--- src/rtl/core/samp_pkg.sv ---
// Shared constants, types and helpers for the smooth approach motion profiler.
package samp_pkg;

    // Fixed-point formats
    localparam int POS_FRAC_BITS = 8;
    localparam int GAIN_FRAC     = 8;
    localparam int TICK_FRAC     = 16;
    localparam int DIR_FRAC      = 20;

    // Datapath widths
    localparam int POS_W   = 32;              // one coordinate
    localparam int MAG_W   = POS_W + 1;       // magnitude of a coordinate difference
    localparam int SUM_W   = 2 * MAG_W;       // sum of three squares, also a full product
    localparam int ROOT_W  = SUM_W / 2;       // integer square root of the sum
    localparam int QUO_W   = DIR_FRAC + 1;    // direction fraction, at most 1.0
    localparam int REM_W   = ROOT_W + 2;      // square root remainder
    localparam int CNT_W   = 6;

    // Iteration counts of the bit-serial unit
    localparam int MUL_ITERS  = MAG_W;
    localparam int DIV_ITERS  = QUO_W;
    localparam int SQRT_ITERS = ROOT_W;

    // Operations of the bit-serial unit
    typedef enum logic [1:0] {
        OP_MUL,
        OP_DIV,
        OP_SQRT
    } samp_op_t;

    // Request to the bit-serial unit.
    // MUL: a times b[MAG_W-1:0]. DIV: b divided by a. SQRT: root of b.
    typedef struct packed {
        samp_op_t           op;
        logic [MAG_W-1:0]   a;
        logic [SUM_W-1:0]   b;
    } samp_req_t;

    // Configuration register indexes
    typedef enum logic [2:0] {
        REG_MAX_SPEED,
        REG_DECEL_GAIN,
        REG_ACCEL_GAIN,
        REG_MIN_STEP,
        REG_APPROACH,
        REG_RAMP_ENABLE
    } samp_reg_t;

    // Takes a Q.8 register value to position scale.
    function automatic logic [POS_W-1:0] to_pos(input logic [POS_W-1:0] v);
        logic [POS_W+16-1:0] t;
        t = ({16'b0, v} << POS_FRAC_BITS) >> 8;
        return t[POS_W-1:0];
    endfunction

endpackage

--- src/rtl/core/samp_unit.sv ---
// Shared bit-serial arithmetic unit: shift-add multiply, restoring divide and square root.
module samp_unit
    import samp_pkg::*;
(
    input  logic             aclk,
    input  logic             aresetn,
    input  logic             start,
    input  samp_req_t        req,
    output logic             done,
    output logic [SUM_W-1:0] result
);

    samp_op_t            op_reg;
    logic [MAG_W-1:0]    a_reg;
    logic [SUM_W-1:0]    p_reg, p_next;
    logic [REM_W-1:0]    rem_reg, rem_next;
    logic [ROOT_W-1:0]   root_reg, root_next;
    logic [CNT_W-1:0]    cnt_reg;
    logic                busy_reg;
    logic                done_reg;

    logic [MAG_W:0]      mul_sum;
    logic [MAG_W:0]      div_part;
    logic                div_ge;
    logic [MAG_W:0]      div_diff;
    logic [REM_W+1:0]    sq_part;
    logic [REM_W+1:0]    sq_trial;
    logic                sq_ge;
    logic [REM_W+1:0]    sq_diff;

    // One iteration of the selected operation
    always_comb begin
        p_next    = p_reg;
        rem_next  = rem_reg;
        root_next = root_reg;

        mul_sum  = {1'b0, p_reg[SUM_W-1:MAG_W]} + (p_reg[0] ? {1'b0, a_reg} : '0);

        div_part = {rem_reg[MAG_W-1:0], p_reg[QUO_W-1]};
        div_ge   = div_part >= {1'b0, a_reg};
        div_diff = div_part - {1'b0, a_reg};

        sq_part  = {rem_reg, p_reg[SUM_W-1:SUM_W-2]};
        sq_trial = {1'b0, root_reg, 2'b01};
        sq_ge    = sq_part >= sq_trial;
        sq_diff  = sq_part - sq_trial;

        case (op_reg)
            OP_MUL: begin
                p_next = {mul_sum, p_reg[MAG_W-1:1]};
            end
            OP_DIV: begin
                rem_next = {{(REM_W-MAG_W){1'b0}},
                            (div_ge ? div_diff[MAG_W-1:0] : div_part[MAG_W-1:0])};
                p_next   = {p_reg[SUM_W-1:QUO_W], p_reg[QUO_W-2:0], div_ge};
            end
            OP_SQRT: begin
                rem_next  = sq_ge ? sq_diff[REM_W-1:0] : sq_part[REM_W-1:0];
                root_next = {root_reg[ROOT_W-2:0], sq_ge};
                p_next    = {p_reg[SUM_W-3:0], 2'b00};
            end
            default: begin
                p_next = p_reg;
            end
        endcase
    end

    // Operand load and iteration count
    always_ff @(posedge aclk) begin
        if (!aresetn) begin
            busy_reg <= 1'b0;
            done_reg <= 1'b0;
            cnt_reg  <= '0;
        end else begin
            done_reg <= 1'b0;
            if (start) begin
                busy_reg <= 1'b1;
                op_reg   <= req.op;
                a_reg    <= req.a;
                root_reg <= '0;
                case (req.op)
                    OP_MUL: begin
                        cnt_reg <= CNT_W'(MUL_ITERS);
                        p_reg   <= {{(SUM_W-MAG_W){1'b0}}, req.b[MAG_W-1:0]};
                        rem_reg <= '0;
                    end
                    OP_DIV: begin
                        cnt_reg <= CNT_W'(DIV_ITERS);
                        p_reg   <= {{(SUM_W-QUO_W){1'b0}}, req.b[QUO_W-1:0]};
                        rem_reg <= REM_W'(req.b[SUM_W-1:QUO_W]);
                    end
                    OP_SQRT: begin
                        cnt_reg <= CNT_W'(SQRT_ITERS);
                        p_reg   <= req.b;
                        rem_reg <= '0;
                    end
                    default: begin
                        cnt_reg <= CNT_W'(1);
                        p_reg   <= '0;
                        rem_reg <= '0;
                    end
                endcase
            end else if (busy_reg) begin
                p_reg    <= p_next;
                rem_reg  <= rem_next;
                root_reg <= root_next;
                cnt_reg  <= cnt_reg - CNT_W'(1);
                if (cnt_reg == CNT_W'(1)) begin
                    busy_reg <= 1'b0;
                    done_reg <= 1'b1;
                end
            end
        end
    end

    // Result of the finished operation
    always_comb begin
        case (op_reg)
            OP_MUL:  result = p_reg;
            OP_DIV:  result = {{(SUM_W-QUO_W){1'b0}}, p_reg[QUO_W-1:0]};
            OP_SQRT: result = {{(SUM_W-ROOT_W){1'b0}}, root_reg};
            default: result = p_reg;
        endcase
    end

    assign done = done_reg;

endmodule

--- src/rtl/core/smooth_approach_motion_step.sv ---
// Top level of the three-axis smooth approach motion profiler.
//
// Input stream (s_*): one item per transfer. s_tuser carries the command
// (0 tick, 1 start a move); s_tdata carries target and present position and
// the tick time. Output stream (m_*): one result per input item, with the new
// position, the moving flag and the event flags.
// Write configuration through the APB-style port only while idle; the block does not enforce it.
//
// A move command, or a tick while no move is active, goes straight from decode
// to the result with no arithmetic. A tick during a move runs the full sequence;
// a tick that comes within the minimum step of the target snaps onto it after the
// two square roots, and a tick at zero distance stops after the step product.
// All arithmetic (six squares, two square roots, six products and three divisions)
// runs one result bit per cycle through a single shared bit-serial unit.
// One item is worked on at a time; the next item is taken as soon as the
// previous result sits in the output register, even if the receiver stalls.
// If the output register is still full when a result is ready, the block
// waits until the receiver takes it.
// Reset clears the move state, the output register and loads default
// register values.
module smooth_approach_motion_step
    import samp_pkg::*;
(
    input  logic         aclk,
    input  logic         aresetn,
    // Input stream
    input  logic         s_tvalid,
    output logic         s_tready,
    input  logic [207:0] s_tdata,   // target_x, target_y, target_z, cur_x, cur_y, cur_z, tick_time
    input  logic [0:0]   s_tuser,   // cmd
    // Result stream
    output logic         m_tvalid,
    input  logic         m_tready,
    output logic [103:0] m_tdata,   // new_x, new_y, new_z, moving, ev_start, ev_complete,
                                    // ev_approach, ev_separate, zero fill
    // Configuration port
    input  logic         psel,
    input  logic         penable,
    input  logic         pwrite,
    input  logic [4:0]   paddr,
    input  logic [31:0]  pwdata,
    output logic [31:0]  prdata,
    output logic         pready
);

    typedef enum logic [2:0] {
        ST_IDLE,
        ST_DECODE,
        ST_ISSUE,
        ST_WAIT,
        ST_DECIDE,
        ST_DONE
    } state_t;

    typedef enum logic [4:0] {
        MS_SQ_D0,
        MS_SQ_D1,
        MS_SQ_D2,
        MS_ROOT_D,
        MS_SQ_T0,
        MS_SQ_T1,
        MS_SQ_T2,
        MS_ROOT_T,
        MS_SPEED,
        MS_LIMIT,
        MS_STEP,
        MS_DIV0,
        MS_MUL0,
        MS_DIV1,
        MS_MUL1,
        MS_DIV2,
        MS_MUL2
    } step_t;

    state_t state_reg, state_next;
    step_t  step_reg;

    // Configuration registers
    logic [31:0] max_speed_reg;
    logic [15:0] decel_gain_reg;
    logic [15:0] accel_gain_reg;
    logic [15:0] min_step_reg;
    logic [31:0] approach_reg;
    logic        ramp_enable_reg;

    // Latched input item
    logic             cmd_reg;
    logic [POS_W-1:0] tgt_reg [3];
    logic [POS_W-1:0] cur_reg [3];
    logic [15:0]      tick_reg;

    // Move state
    logic [POS_W-1:0] start_reg [3];
    logic [POS_W-1:0] end_reg [3];
    logic             active_reg;
    logic             appr_done_reg;
    logic             sep_done_reg;

    // Working values
    logic [SUM_W-1:0]  sum_reg;
    logic [ROOT_W-1:0] dist_reg;
    logic [ROOT_W-1:0] trav_reg;
    logic [MAG_W-1:0]  speed_reg;
    logic [MAG_W-1:0]  s_reg;
    logic [QUO_W-1:0]  frac_reg;
    logic [POS_W-1:0]  new_reg [3];
    logic              ev_start_reg;
    logic              ev_complete_reg;
    logic              ev_approach_reg;
    logic              ev_separate_reg;

    // Output register
    logic         m_valid_reg;
    logic [103:0] m_data_reg;

    // Unit interface
    logic             unit_start;
    samp_req_t        unit_req;
    logic             unit_done;
    logic [SUM_W-1:0] unit_result;

    logic [1:0]        axis;
    logic              use_trav;
    logic [POS_W-1:0]  op_hi;
    logic [POS_W-1:0]  op_lo;
    logic [MAG_W-1:0]  diff;
    logic              diff_neg;
    logic [MAG_W-1:0]  mag;
    logic [POS_W-1:0]  ms_pos;
    logic [POS_W-1:0]  appr_pos;
    logic [POS_W-1:0]  cap_pos;
    logic [40:0]       scaled;
    logic [MAG_W-1:0]  axis_step;
    logic [POS_W+2:0]  moved;
    logic [POS_W-1:0]  moved_sat;
    logic              last_step;

    assign ms_pos   = to_pos({16'b0, min_step_reg});
    assign appr_pos = to_pos(approach_reg);
    assign cap_pos  = to_pos(max_speed_reg);

    // Axis and difference that the current micro-step works on
    always_comb begin
        case (step_reg)
            MS_SQ_D0, MS_SQ_T0, MS_DIV0, MS_MUL0: axis = 2'd0;
            MS_SQ_D1, MS_SQ_T1, MS_DIV1, MS_MUL1: axis = 2'd1;
            MS_SQ_D2, MS_SQ_T2, MS_DIV2, MS_MUL2: axis = 2'd2;
            default:                              axis = 2'd0;
        endcase
        use_trav = (step_reg == MS_SQ_T0) || (step_reg == MS_SQ_T1) ||
                   (step_reg == MS_SQ_T2);
        op_hi    = use_trav ? cur_reg[axis] : end_reg[axis];
        op_lo    = use_trav ? start_reg[axis] : cur_reg[axis];
        diff     = {op_hi[POS_W-1], op_hi} - {op_lo[POS_W-1], op_lo};
        diff_neg = diff[MAG_W-1];
        mag      = diff_neg ? (~diff + MAG_W'(1)) : diff;
    end

    // Request for the current micro-step
    always_comb begin
        unit_req.op = OP_MUL;
        unit_req.a  = mag;
        unit_req.b  = {{(SUM_W-MAG_W){1'b0}}, mag};
        case (step_reg)
            MS_ROOT_D, MS_ROOT_T: begin
                unit_req.op = OP_SQRT;
                unit_req.a  = '0;
                unit_req.b  = sum_reg;
            end
            MS_SPEED: begin
                unit_req.a = MAG_W'(dist_reg);
                unit_req.b = SUM_W'(decel_gain_reg);
            end
            MS_LIMIT: begin
                unit_req.a = MAG_W'(trav_reg);
                unit_req.b = SUM_W'(accel_gain_reg);
            end
            MS_STEP: begin
                unit_req.a = speed_reg;
                unit_req.b = SUM_W'(tick_reg);
            end
            MS_DIV0, MS_DIV1, MS_DIV2: begin
                unit_req.op = OP_DIV;
                unit_req.a  = MAG_W'(dist_reg);
                unit_req.b  = SUM_W'({mag, {DIR_FRAC{1'b0}}});
            end
            MS_MUL0, MS_MUL1, MS_MUL2: begin
                unit_req.a = MAG_W'(frac_reg);
                unit_req.b = SUM_W'(s_reg);
            end
            default: begin
                unit_req.op = OP_MUL;
            end
        endcase
    end

    assign unit_start = (state_reg == ST_ISSUE);

    samp_unit u_unit (
        .aclk    (aclk),
        .aresetn (aresetn),
        .start   (unit_start),
        .req     (unit_req),
        .done    (unit_done),
        .result  (unit_result)
    );

    // Result shaping for the captured product
    assign scaled    = unit_result[48:8];
    assign axis_step = unit_result[DIR_FRAC+MAG_W-1:DIR_FRAC];
    assign moved     = diff_neg
                     ? ({{3{cur_reg[axis][POS_W-1]}}, cur_reg[axis]} - {2'b00, axis_step})
                     : ({{3{cur_reg[axis][POS_W-1]}}, cur_reg[axis]} + {2'b00, axis_step});

    // Saturate the moved coordinate to the signed position range
    always_comb begin
        if (moved[POS_W+2:POS_W-1] == '0 || moved[POS_W+2:POS_W-1] == '1) begin
            moved_sat = moved[POS_W-1:0];
        end else if (moved[POS_W+2]) begin
            moved_sat = {1'b1, {(POS_W-1){1'b0}}};
        end else begin
            moved_sat = {1'b0, {(POS_W-1){1'b1}}};
        end
    end

    assign last_step = (step_reg == MS_MUL2) ||
                       (step_reg == MS_STEP && dist_reg == '0);

    // Sequencer next state
    always_comb begin
        state_next = state_reg;
        case (state_reg)
            ST_IDLE: begin
                if (s_tvalid) begin
                    state_next = ST_DECODE;
                end
            end
            ST_DECODE: begin
                if (cmd_reg || !active_reg) begin
                    state_next = ST_DONE;
                end else begin
                    state_next = ST_ISSUE;
                end
            end
            ST_ISSUE: begin
                state_next = ST_WAIT;
            end
            ST_WAIT: begin
                if (unit_done) begin
                    if (step_reg == MS_ROOT_T) begin
                        state_next = ST_DECIDE;
                    end else if (last_step) begin
                        state_next = ST_DONE;
                    end else begin
                        state_next = ST_ISSUE;
                    end
                end
            end
            ST_DECIDE: begin
                if (MAG_W'(dist_reg) < MAG_W'(ms_pos)) begin
                    state_next = ST_DONE;
                end else begin
                    state_next = ST_ISSUE;
                end
            end
            ST_DONE: begin
                if (!m_valid_reg || m_tready) begin
                    state_next = ST_IDLE;
                end
            end
            default: begin
                state_next = ST_IDLE;
            end
        endcase
    end

    // Sequencer, move state and output register
    always_ff @(posedge aclk) begin
        if (!aresetn) begin
            state_reg     <= ST_IDLE;
            step_reg      <= MS_SQ_D0;
            active_reg    <= 1'b0;
            appr_done_reg <= 1'b0;
            sep_done_reg  <= 1'b0;
            m_valid_reg   <= 1'b0;
            for (int i = 0; i < 3; i++) begin
                start_reg[i] <= '0;
                end_reg[i]   <= '0;
            end
        end else begin
            state_reg <= state_next;

            // A new result loaded in the done state replaces the taken one.
            if (m_valid_reg && m_tready && state_reg != ST_DONE) begin
                m_valid_reg <= 1'b0;
            end

            case (state_reg)
                ST_IDLE: begin
                    if (s_tvalid) begin
                        cmd_reg  <= s_tuser[0];
                        tick_reg <= s_tdata[207:192];
                        for (int i = 0; i < 3; i++) begin
                            tgt_reg[i] <= s_tdata[i*POS_W +: POS_W];
                            cur_reg[i] <= s_tdata[(i+3)*POS_W +: POS_W];
                        end
                    end
                end
                ST_DECODE: begin
                    ev_start_reg    <= cmd_reg;
                    ev_complete_reg <= 1'b0;
                    ev_approach_reg <= 1'b0;
                    ev_separate_reg <= 1'b0;
                    step_reg        <= MS_SQ_D0;
                    for (int i = 0; i < 3; i++) begin
                        new_reg[i] <= cur_reg[i];
                    end
                    if (cmd_reg) begin
                        active_reg    <= 1'b1;
                        appr_done_reg <= 1'b0;
                        sep_done_reg  <= 1'b0;
                        for (int i = 0; i < 3; i++) begin
                            start_reg[i] <= cur_reg[i];
                            end_reg[i]   <= tgt_reg[i];
                        end
                    end
                end
                ST_WAIT: begin
                    if (unit_done) begin
                        step_reg <= step_t'(5'(step_reg) + 5'd1);
                        case (step_reg)
                            MS_SQ_D0, MS_SQ_T0: sum_reg <= unit_result;
                            MS_SQ_D1, MS_SQ_D2, MS_SQ_T1, MS_SQ_T2: begin
                                sum_reg <= sum_reg + unit_result;
                            end
                            MS_ROOT_D: dist_reg <= unit_result[ROOT_W-1:0];
                            MS_ROOT_T: trav_reg <= unit_result[ROOT_W-1:0];
                            MS_SPEED: begin
                                if (scaled > 41'(cap_pos)) begin
                                    speed_reg <= MAG_W'(cap_pos);
                                end else begin
                                    speed_reg <= scaled[MAG_W-1:0];
                                end
                            end
                            MS_LIMIT: begin
                                if (ramp_enable_reg && 41'(speed_reg) > scaled) begin
                                    speed_reg <= MAG_W'(scaled[POS_W-1:0]) + MAG_W'(ms_pos);
                                end
                            end
                            MS_STEP: s_reg <= unit_result[TICK_FRAC+MAG_W-1:TICK_FRAC];
                            MS_DIV0, MS_DIV1, MS_DIV2: frac_reg <= unit_result[QUO_W-1:0];
                            MS_MUL0, MS_MUL1, MS_MUL2: new_reg[axis] <= moved_sat;
                            default: begin
                                sum_reg <= sum_reg;
                            end
                        endcase
                    end
                end
                ST_DECIDE: begin
                    if (MAG_W'(dist_reg) < MAG_W'(ms_pos)) begin
                        active_reg      <= 1'b0;
                        ev_complete_reg <= 1'b1;
                        for (int i = 0; i < 3; i++) begin
                            new_reg[i] <= end_reg[i];
                        end
                    end else begin
                        step_reg <= MS_SPEED;
                        if (!appr_done_reg && MAG_W'(dist_reg) <= MAG_W'(appr_pos)) begin
                            appr_done_reg   <= 1'b1;
                            ev_approach_reg <= 1'b1;
                        end
                        if (!sep_done_reg && MAG_W'(trav_reg) >= MAG_W'(appr_pos)) begin
                            sep_done_reg    <= 1'b1;
                            ev_separate_reg <= 1'b1;
                        end
                    end
                end
                ST_DONE: begin
                    if (!m_valid_reg || m_tready) begin
                        m_valid_reg <= 1'b1;
                        m_data_reg  <= {3'b000, ev_separate_reg, ev_approach_reg,
                                        ev_complete_reg, ev_start_reg, active_reg,
                                        new_reg[2], new_reg[1], new_reg[0]};
                    end
                end
                default: begin
                    step_reg <= step_reg;
                end
            endcase
        end
    end

    // Configuration writes
    always_ff @(posedge aclk) begin
        if (!aresetn) begin
            max_speed_reg   <= 32'd25600;
            decel_gain_reg  <= 16'd256;
            accel_gain_reg  <= 16'd256;
            min_step_reg    <= 16'd256;
            approach_reg    <= 32'd25600;
            ramp_enable_reg <= 1'b1;
        end else if (psel && penable && pwrite) begin
            case (samp_reg_t'(paddr[4:2]))
                REG_MAX_SPEED:   max_speed_reg   <= pwdata;
                REG_DECEL_GAIN:  decel_gain_reg  <= pwdata[15:0];
                REG_ACCEL_GAIN:  accel_gain_reg  <= pwdata[15:0];
                REG_MIN_STEP:    min_step_reg    <= pwdata[15:0];
                REG_APPROACH:    approach_reg    <= pwdata;
                REG_RAMP_ENABLE: ramp_enable_reg <= pwdata[0];
                default: begin
                    ramp_enable_reg <= ramp_enable_reg;
                end
            endcase
        end
    end

    // Configuration reads
    always_comb begin
        case (samp_reg_t'(paddr[4:2]))
            REG_MAX_SPEED:   prdata = max_speed_reg;
            REG_DECEL_GAIN:  prdata = {16'b0, decel_gain_reg};
            REG_ACCEL_GAIN:  prdata = {16'b0, accel_gain_reg};
            REG_MIN_STEP:    prdata = {16'b0, min_step_reg};
            REG_APPROACH:    prdata = approach_reg;
            REG_RAMP_ENABLE: prdata = {31'b0, ramp_enable_reg};
            default:         prdata = '0;
        endcase
    end

    assign pready   = 1'b1;
    assign s_tready = (state_reg == ST_IDLE);
    assign m_tvalid = m_valid_reg;
    assign m_tdata  = m_data_reg;

endmodule
--- config.mk ---
export PLATFORM = sky130hd
export DESIGN_NAME = smooth_approach_motion_step
export DESIGN_NICKNAME = d
export VERILOG_FILES = /design/src/rtl/core/samp_pkg.sv /design/src/rtl/core/samp_unit.sv /design/src/rtl/core/smooth_approach_motion_step.sv
export SDC_FILE = /design/constraint.sdc
export NUM_CORES = 2
export LEC_CHECK = 0
export BUFFER_PORTS_ARGS = -buffer_cell sky130_fd_sc_hd__buf_2
export CAP_MARGIN = 5
export CORE_MARGIN = 1.5
export CORE_UTILIZATION = 56
export DETAILED_ROUTE_END_ITERATION = 6
export GPL_ROUTABILITY_DRIVEN = 0
export PLACE_DENSITY = 0.8
export SLEW_MARGIN = 20
export SYNTH_ARGS = -nofsm -noshare
export SYNTH_HDL_FRONTEND = slang
export SYNTH_SLANG_ARGS = --single-unit
--- constraint.sdc ---
create_clock -name aclk -period 10.65 [get_ports aclk]
set_input_delay 0.5325 -clock aclk [delete_from_list [all_inputs] [get_ports aclk]]
set_output_delay 0.5325 -clock aclk [all_outputs]
set_load 0.005 [all_outputs]
==> metrics.txt <==
status=complete, but fails checks; failing checks=DRC; Via density=6.60; largest net degree at the start of global routing=around 150; Starting Density=56.5%; total negative slack=0 ps; RSZ-0062 raised after global routing=false; Setup crit end kind=flip-flop; worst vdd ir=approximately 0.00019 V; Final min period=9710 ps; Area growth syn-to-layout=14.0%; Register Area=roughly 32,000 um^2; Worst slew margin=14.2%; cts bufs inserted=113; num ports=392; Synth Area per Inst=between 10 and 15 um^2; Filler Cells Inserted=8,830; Pwr Total=14.6 mW; Synth top area share=between 40% and 50%; biggest area consumer among synthesized cells=edfxtp_1; final setup violation count=0; Fin Hold WS=40.5 ps; EDFF count, synth=990; initial antenna violation count=8; Die X=348 um; final wirelength=219 mm; worst min path class=input port to flip-flop; top cells by area, synth=edfxtp_1 (45%), ha_1 (7.6%), a21oi_1 (4.2%); Worst path most repeated cell=a21oi_1; TritonCTS clock tree=done; Congestion Overflow GR=0; wire per inst=25.5 um; clock sinks=1,125; TritonRoute pass-1 iters=7; HPWL Detailed=between 150 and 200 mm; Crit Path Class=flip-flop to flip-flop; FP Rows=126; drc violations=76; Max Slew Vio Count=0; fmax=103 MHz; Synth Warn #=0; CP arrival=roughly 10,000 ps; Post-synth ARST share=0%; worst-skew pair later-pin latency=slightly below 800 ps; Mapped Cells=6,506; final cycle utilization of the critical path=about nine tenths; Detail Route Antenna Nets=0; CTS root buf=clkbuf_16; CP required=11,110 ps; Max Cap Viol=0; Fin. Hold Viols=0; setup bufs post-CTS=0; number of DRC markers in iteration 0=8,836; Tightest Pin Transition=1280 ps; slowest stage delay, CP=970 ps; clk slew on worst S/H paths=roughly 60 ps; sequential-to-total area share from yosys stat=48.6%; CP Max Fanout=52; startpoint types=flip-flop; Nets=7,650; Longest Clk Path Bufs=3; slowest stage cell, crit path=and2_2; multi-input logic area=~32,000 um^2; area of the die=about 120,000 um^2; Most used DFF post-synth=edfxtp_1; Clock Skew=about 65 ps; share of cells above drive strength 1=11.9%; first-pass GRT wire length=approximately 320 mm; synth unique cells=about 100; max reg flops=101; Global Route Usage Sum=between 30% and 40%; area of the core=118,000 um^2; Synth Cell Area=66,800 um^2; input/output buffers=385; vias in the first global route=54,300; via count=56,900; #FFs+latches synth=1,125; leakage power total=29.4 nW; chip height=348 um; H-tree depth=3; P per Cell Area=191 nW/um^2
-- kinds of logic (layout without fill, tap and decap cells) --
family          Yosys count  after routing  share of synthesized area [%]
mux                     263            263                           4.23
simple gates           1960           1960                           14.1
compound gates         1856           1856                           18.1
xor+xnor                265            265                           3.48
fa+ha+maj               414            414                           7.83
buf+inv                 621           1189                           3.63
flops                  1125           1125                           48.6
other cells               2              8                         0.0112
-- cell usage after synthesis (all sizes together), types with 158 or more instances --
cell type  instances
ha               408
nand2            710
and2             265
inv              281
a21oi            567
a21o             158
xnor2            161
o21ai            416
nor2             424
edfxtp           990
mux2i            211
clkbuf           279
-- stage by stage --
step,utilization (%),std cells,area (um^2),setup WS [ps]
after floorplan,-,6508,66800,2500
after global placement,59.5,8183,70200,1590
after global routing,64.4,8612,76100,443
final,64.4,8616,76100,936
after CTS,64.4,8611,76000,1260
after detailed placement,59.5,8183,70200,1350
-- repair_timing --
| item | in CTS | in global routing |
|---|---|---|
| hold buffers | 220 | 0 |
| endpoints found under the setup margin | 0 | 0 |
| resized for setup | 0 | 0 |
| hold endpoints to repair | 232 | 0 |
-- worst paths after layout --
kind	start	to	slack, ps	cells after the start
hold reg to reg	new_reg[1][8]	m_tdata[40]	410	0
setup / recovery	step_reg[0]	new_reg[0][15]	940	32
setup reg to reg	step_reg[0]	new_reg[0][15]	940	32
hold / removal	s_tdata[162]	cur_reg[2][2]	40	1
-- power breakdown --
group / total [mW] / internal, mW / switching, mW
sequential: 5.33 / 5.16 / 0.177
combinational: 5.23 / 1.63 / 3.60
clock: 3.99 / 2.18 / 1.81
total: 14.6 / 8.97 / 5.59
-- layout by cell type (no fill, tap or decap), types with 54 or more instances in the layout --
| master | synthesis | routed |
|---|---|---|
| buf_4 | 4 | 86 |
| xor2_1 | 104 | 104 |
| clkbuf_16 | 0 | 117 |
| and2_1 | 263 | 259 |
| xnor2_1 | 161 | 161 |
| ha_1 | 408 | 406 |
| a21o_1 | 158 | 158 |
| nand3_1 | 106 | 105 |
| mux2i_1 | 211 | 211 |
| o21a_1 | 63 | 63 |
| nor3_1 | 75 | 71 |
| o21ai_0 | 410 | 408 |
| nand2_1 | 710 | 703 |
| a21oi_1 | 559 | 553 |
| inv_1 | 273 | 271 |
| dfxtp_1 | 135 | 133 |
| a22oi_1 | 97 | 97 |
| nor2_1 | 424 | 420 |
| nand2b_1 | 65 | 63 |
| nand4_1 | 56 | 56 |
| edfxtp_1 | 990 | 990 |
| o211ai_1 | 54 | 54 |
| dlygate4sd3_1 | 0 | 220 |
| nor2b_1 | 92 | 91 |
| buf_2 | 11 | 385 |
-- worst max-delay path, delay by kind of cell, from the launching register on --
| kind | cells | cell delay [ps] |
|---|---|---|
| flip-flops | 1 | 400 |
| AO/OA/AOI/OAI | 20 | 5480 |
| AND/OR/NAND/NOR | 4 | 1600 |
| adder cells (fa/ha/maj) | 3 | 860 |
| buffers and inverters | 4 | 850 |
| XOR/XNOR | 1 | 180 |
-- area by class of cell --
cell class	instances	area share (%)
timing repair buffer	697	6.44
multi-input combinational	4762	42.2
clock buffer	155	4.16
clock inverter	53	0.579
tap	1536	2.53
antenna	4	0.0132
sequential	1125	42.6
inverter	284	1.41
-- per-layer routing --
layer	wire length (um)	GRT usage, %
met5	40	0
met4	15400	21.7
met2	95900	53.3
met1	80400	45.6
met3	27600	8.06
(Power assumes the default switching activity.)
